**src/hdl/lzbd_pkg.sv**
```systemverilog
// lzbd_pkg: shared types, constants and ALU op codes for the LZSS byte decoder.
// No dependencies; used by lzbd_alu, lzss_byte_decoder and lzbd_checker.
package lzbd_pkg;

  localparam int unsigned WINDOW_DEPTH_DEF    = 4096;
  localparam int unsigned MAX_LENGTH_BITS_DEF = 6;

  localparam int unsigned BUDGET_W = 24;  // output_length / bytes_left
  localparam int unsigned ALU_W    = 24;  // shared unit datapath
  localparam int unsigned DIST_W   = 17;  // (16-bit pair >> 0) + 1
  localparam int unsigned PADDR_W  = 3;
  localparam int unsigned PDATA_W  = 32;

  // register index, taken from paddr[2]
  localparam logic REG_OUTPUT_LENGTH = 1'b0;

  typedef struct packed {
    logic [7:0] in_byte;
    logic       start_of_stream;
  } in_word_t;

  typedef struct packed {
    logic [7:0] out_byte;
    logic       last_of_run;
    logic       stream_done;
    logic       range_error;
  } out_word_t;

  typedef enum logic [1:0] {
    ALU_ADD,     // a + b
    ALU_SHR,     // a >> b[2:0]
    ALU_SUBMOD   // (a - b) mod m, for b <= m
  } alu_op_e;

  typedef struct packed {
    alu_op_e          op;
    logic [ALU_W-1:0] a;
    logic [ALU_W-1:0] b;
    logic [ALU_W-1:0] m;
  } alu_req_t;

  typedef struct packed {
    logic [ALU_W-1:0] res;
    logic             gt;   // a > b
  } alu_rsp_t;

endpackage

```
**src/hdl/lzbd_alu.sv**
```systemverilog
// lzbd_alu: shared add / shift / modular subtract unit with a magnitude compare.
// Combinational; the caller registers the result. Depends on lzbd_pkg.
module lzbd_alu (
  input  lzbd_pkg::alu_req_t req_i,
  output lzbd_pkg::alu_rsp_t rsp_o
);

  logic [lzbd_pkg::ALU_W-1:0] diff;

  assign diff = req_i.a - req_i.b;

  always_comb begin
    rsp_o.gt = (req_i.a > req_i.b);
    case (req_i.op)
      lzbd_pkg::ALU_ADD: begin
        rsp_o.res = req_i.a + req_i.b;
      end
      lzbd_pkg::ALU_SHR: begin
        rsp_o.res = req_i.a >> req_i.b[2:0];
      end
      lzbd_pkg::ALU_SUBMOD: begin
        rsp_o.res = (req_i.b > req_i.a) ? diff + req_i.m : diff;
      end
      default: begin
        rsp_o.res = '0;
      end
    endcase
  end

endmodule

```
**config.mk**
```make
export PLATFORM = sky130hd
export DESIGN_NAME = lzbd_alu
export DESIGN_NICKNAME = d
export VERILOG_FILES = /design/src/hdl/lzbd_pkg.sv /design/src/hdl/lzbd_alu.sv
export SDC_FILE = /design/constraint.sdc
export NUM_CORES = 1
export LEC_CHECK = 0
export BUFFER_PORTS_ARGS = -buffer_cell sky130_fd_sc_hd__buf_2
export CORE_ASPECT_RATIO = 1.75
export CORE_UTILIZATION = 46
export DETAILED_ROUTE_END_ITERATION = 10
export PLACE_DENSITY_LB_ADDON = 0.15
export SLEW_MARGIN = 10
export SYNTH_ARGS = -nofsm -noshare
export SYNTH_HDL_FRONTEND = slang
export SYNTH_SLANG_ARGS = --single-unit
```
**constraint.sdc**
```tcl
create_clock -name vclk -period 18.8
set_input_delay 3.76 -clock vclk [all_inputs]
set_output_delay 3.76 -clock vclk [all_outputs]
set_load 0.03 [all_outputs]
```
**After elaboration in Yosys (flattened, before gate mapping)**

Cells that the tools add are included.

- Register bits after elaboration: 0
- Latch bits: 0
- Memory bits (writable): 0
- ROM bits: 0
- Bits of input ports: 74
- Output and inout bits: 25
- Word-level logic and storage cells: 11
- Memories kept: 0

- $add $sub $neg: 3
- $mul: 0
- Divide/modulo/power cells: 0
- Order comparisons: 2
- Equal/unequal tests: 2
- Shifts and indexed selects: 1
- Mux-type cells: 2
- Bitwise gates (word level): 0
- Reduce and logical (&&, ||, !) cells: 1

Operator list:

| operator | number |
|---|---|
| $pmux 24 s3 | 1 |
| $add 24x24->24 | 2 |
| $gt 24x24->1 | 2 |
| $mux 24 | 1 |
| $shr 24x3->24 | 1 |
| $sub 24x24->24 | 1 |
| $eq 2x1->1 const B | 1 |
| $eq 2x2->1 const B | 1 |
| $logic_not 2->1 | 1 |

**Depth between registers and ports, before layout**

- Depth after elaboration: 4
- Gate-level depth with buffers: 24
- Mapped depth without buffers: 24

**Least setup slack after synthesis**

No wires, ideal clock.

- Path kind: input-to-output
- Start point: input port req_i[25] in the netlist's numbering
- End point: output port rsp_o[24] in the netlist's numbering
- Arrival: 8.419 ns
- Data required time: 15.040 ns
- Path slack: 6.621 ns
- Stages on the path: 24
- Path buffers: 2
- Path through: clkbuf_1 inv_1 clkbuf_1 fa_1 a21oi_2 o21bai_1 a21o_1 a21o_1 a21oi_1 nor2_1 o21a_1 nor3_1 nor2_1 ha_1 and3_1 o211ai_1 o21ai_0 a211o_1 o41ai_2 o21ai_0 xor2_1 nand2_1 xnor2_1 o21ai_1

RTL lines:

| element | RTL line | text |
|---|---|---|
| start: declaration | lzbd_alu.sv:4 | `input lzbd_pkg::alu_req_t req_i,` |
| end: declaration | lzbd_alu.sv:5 | `output lzbd_pkg::alu_rsp_t rsp_o` |

==> reports/metrics.yaml <==
outcome:
  outcome: "finished clean"
placement:
  dp_hpwl_um: 14800
  port_buffers: 99
  globalplace.congestion: 0.961
  dpl.cell_count: 883
synthesis:
  synth_area_sq_um: 4880
  synth_nets: 844
  ys_seq_area_frac: 0
  yosys_warnings: 0
  synthCells: 694
  synth.avg_cell_area_sq_um: 7.03
  yosysUniqueCellTypes: 66
detailed_routing:
  first_pass_iters: 4
  drtAntennaViolNets: 0
  routed_wl_um: 17400
  drtIter0Drc: 287
  viasPerCell: 6.13
  via_count: 5414
  route.detailed.drc: 0
  routedWlPerCell_um: 19.7
final_layout:
  num_antenna_cells: 0
  num-fill-cells: 1085
  multi_input_area_sq_um: 4500
  layout_common_cells: "99 x buf_2, 73 x ha_1, 70 x a21oi_1, 57 x nor2_1, 54 x inv_1"
  final_common_cell: "buf_2"
  drive_gt1_frac: 0.165
  nets: 908
  nClkBuffers: 0
  seq_cell_count: 0
  final_core_utilization: 0.521
  area_growth_pct: 10.0
  final_cell_count_no_fill: 883
  regArea_sq_um: 0
sta:
  hold_violations: 0
  period_needed_ps: 12920
  setup_viol: 0
  maxSlewHeadroom: 0.480
  drv_slew: 0
  rsz0062_at_grt: "no"
  fmax_mhz: 77.4
  tns_ps: 0
  worst_pin_slew_ps: 780
  finalCritPeriodShare: 0.687
clock_network:
  cts_resized: 0
  hold_buffers: 0
  post_cts.repair.setup_buffers: 0
die:
  initial_utilization: 0.474
  die_w_um: 79.8
  die_area_sq_um: 11000
  io_pins: 99
  rows: 49
  chipHeight_um: 138
  coreArea_sq_um: 10300
global_routing:
  antenna_found_initial: 0
  grt_pass1_wl_um: 26700
  grt_overflow: 0
  grt_max_degree: 36
  grt_usage: 0.310
  grt_pass1_vias: 5391
critical_path:
  crit_path_start_kind: "input pin"
  crit_path_top_delay_cell: "ha_1"
  cp_cell_sequence: "buf_2 > inv_1 > ha_1 > nor2_1 > a211oi_1 > nor3_1 > o21ai_0 > a21o_1 > a21oi_1 > xnor2_1 > ha_1 > and3_1 > o211ai_1 > o21ai_0 > a211o_1 > o41ai_2 > o21ai_0 > xnor2_1 > nor2_1 > a311oi_1 > o21ai_0 > buf_2"
  path_common_cell: "o21ai_0"
  critPathRequiredTime_ps: 15040
  crit_arrival_ps: 9160
  endpoint_kind: "output port"
  critPathMaxStageDelay_ps: 620
  crit_fanout: 21
  crit_type: "in2out"
power_and_ir_drop:
  peakVddDrop_mv: 0.0340
  p_leak_nw: 2.59
  cellPowerDensity_nw_per_um2: 55.0
min_path:
  min_path_type: "in2out"
  holdPathEnd: "rsp_o[24]"
  hold_path_depth: 6
  min_from: "req_i[23]"
run:
  max-cap-violations: 0
## area by class of cell
type	count	share of cell area
repair buffers	100	0.0937
multi-input cells	601	0.838
well taps	127	0.0296
inverters	55	0.0385
## power breakdown
part | switching, W | internal [W] | total [W]
Clock | 0 | 0 | 0
Combinational | 0.000181 | 0.000115 | 0.000295
Sequential | 0 | 0 | 0
## per-layer routing
metal  global-route usage  share of wire
met3               0.0244          0.029
met4                0.203          0.078
met2                0.609           0.55
met1                0.288           0.35
met5                    0              0
## kinds of logic after synthesis
family,Yosys count,synth area share
XOR/XNOR,59,0.106
multiplexers,45,0.113
buffers and inverters,93,0.0777
adder cells (fa/ha/maj),76,0.200
AO/OA/AOI/OAI,241,0.327
AND/OR/NAND/NOR,180,0.177
## metrics by stage
step | cell area (sq um) | hold slack, ps | worst slack (ps) | total power, W
after floorplan | 4880 | 7890 | 6620 | 0.000217
after global placement | 5370 | 8070 | 6210 | 0.000289
after detailed placement | 5370 | 8090 | 5950 | 0.000292
after CTS | 5370 | 8080 | 5940 | 0.000293
after global routing | 5370 | 8140 | 5260 | 0.000320
final | 5370 | 8090 | 5880 | 0.000295
## synth_stat cells, types with 4 or more instances
library cell | instances | area (sq um)
a211oi_1 | 15 | 113
nand3_1 | 4 | 20.0
ha_1 | 73 | 913
nor2b_1 | 15 | 93.8
o21a_1 | 9 | 67.6
and3_1 | 5 | 31.3
inv_1 | 54 | 203
mux2i_1 | 35 | 350
xor2_1 | 22 | 193
a21o_1 | 18 | 135
clkbuf_1 | 25 | 93.8
mux4_2 | 8 | 180
nor2_1 | 57 | 214
o21ai_1 | 11 | 55.1
o21bai_1 | 10 | 75.1
buf_2 | 6 | 30.0
nor4_1 | 5 | 31.3
xnor2_1 | 37 | 324
buf_1 | 4 | 15.0
o211ai_1 | 8 | 60.1
o22ai_1 | 13 | 81.3
and2_1 | 4 | 25.0
a21oi_1 | 70 | 350
nor3_1 | 15 | 75.1
nand2b_1 | 10 | 62.6
o31ai_1 | 4 | 30.0
a31oi_1 | 8 | 50.1
o21ai_0 | 35 | 175
nand2_1 | 47 | 176
## worst max-delay path, delay by kind of cell
| kind | cells | cell delay [ps] |
|---|---|---|
| AO/OA/AOI/OAI | 11 | 2740 |
| adder cells (fa/ha/maj) | 2 | 930 |
| buffers and inverters | 3 | 820 |
| AND/OR/NAND/NOR | 4 | 460 |
| XOR/XNOR | 2 | 450 |
## worst max path at each step
stage          slack (ps)        end  cells after the start      start
2_1_floorplan        6620  rsp_o[24]                     24  req_i[25]
3_3_place_gp         6210  rsp_o[22]                     24  req_i[25]
3_5_place_dp         5950  rsp_o[22]                     22  req_i[26]
4_1_cts              5940  rsp_o[22]                     22  req_i[26]
5_1_grt              5260  rsp_o[22]                     22  req_i[25]
6_report             5880  rsp_o[22]                     22  req_i[26]
Power figures use the tool's default switching activity.
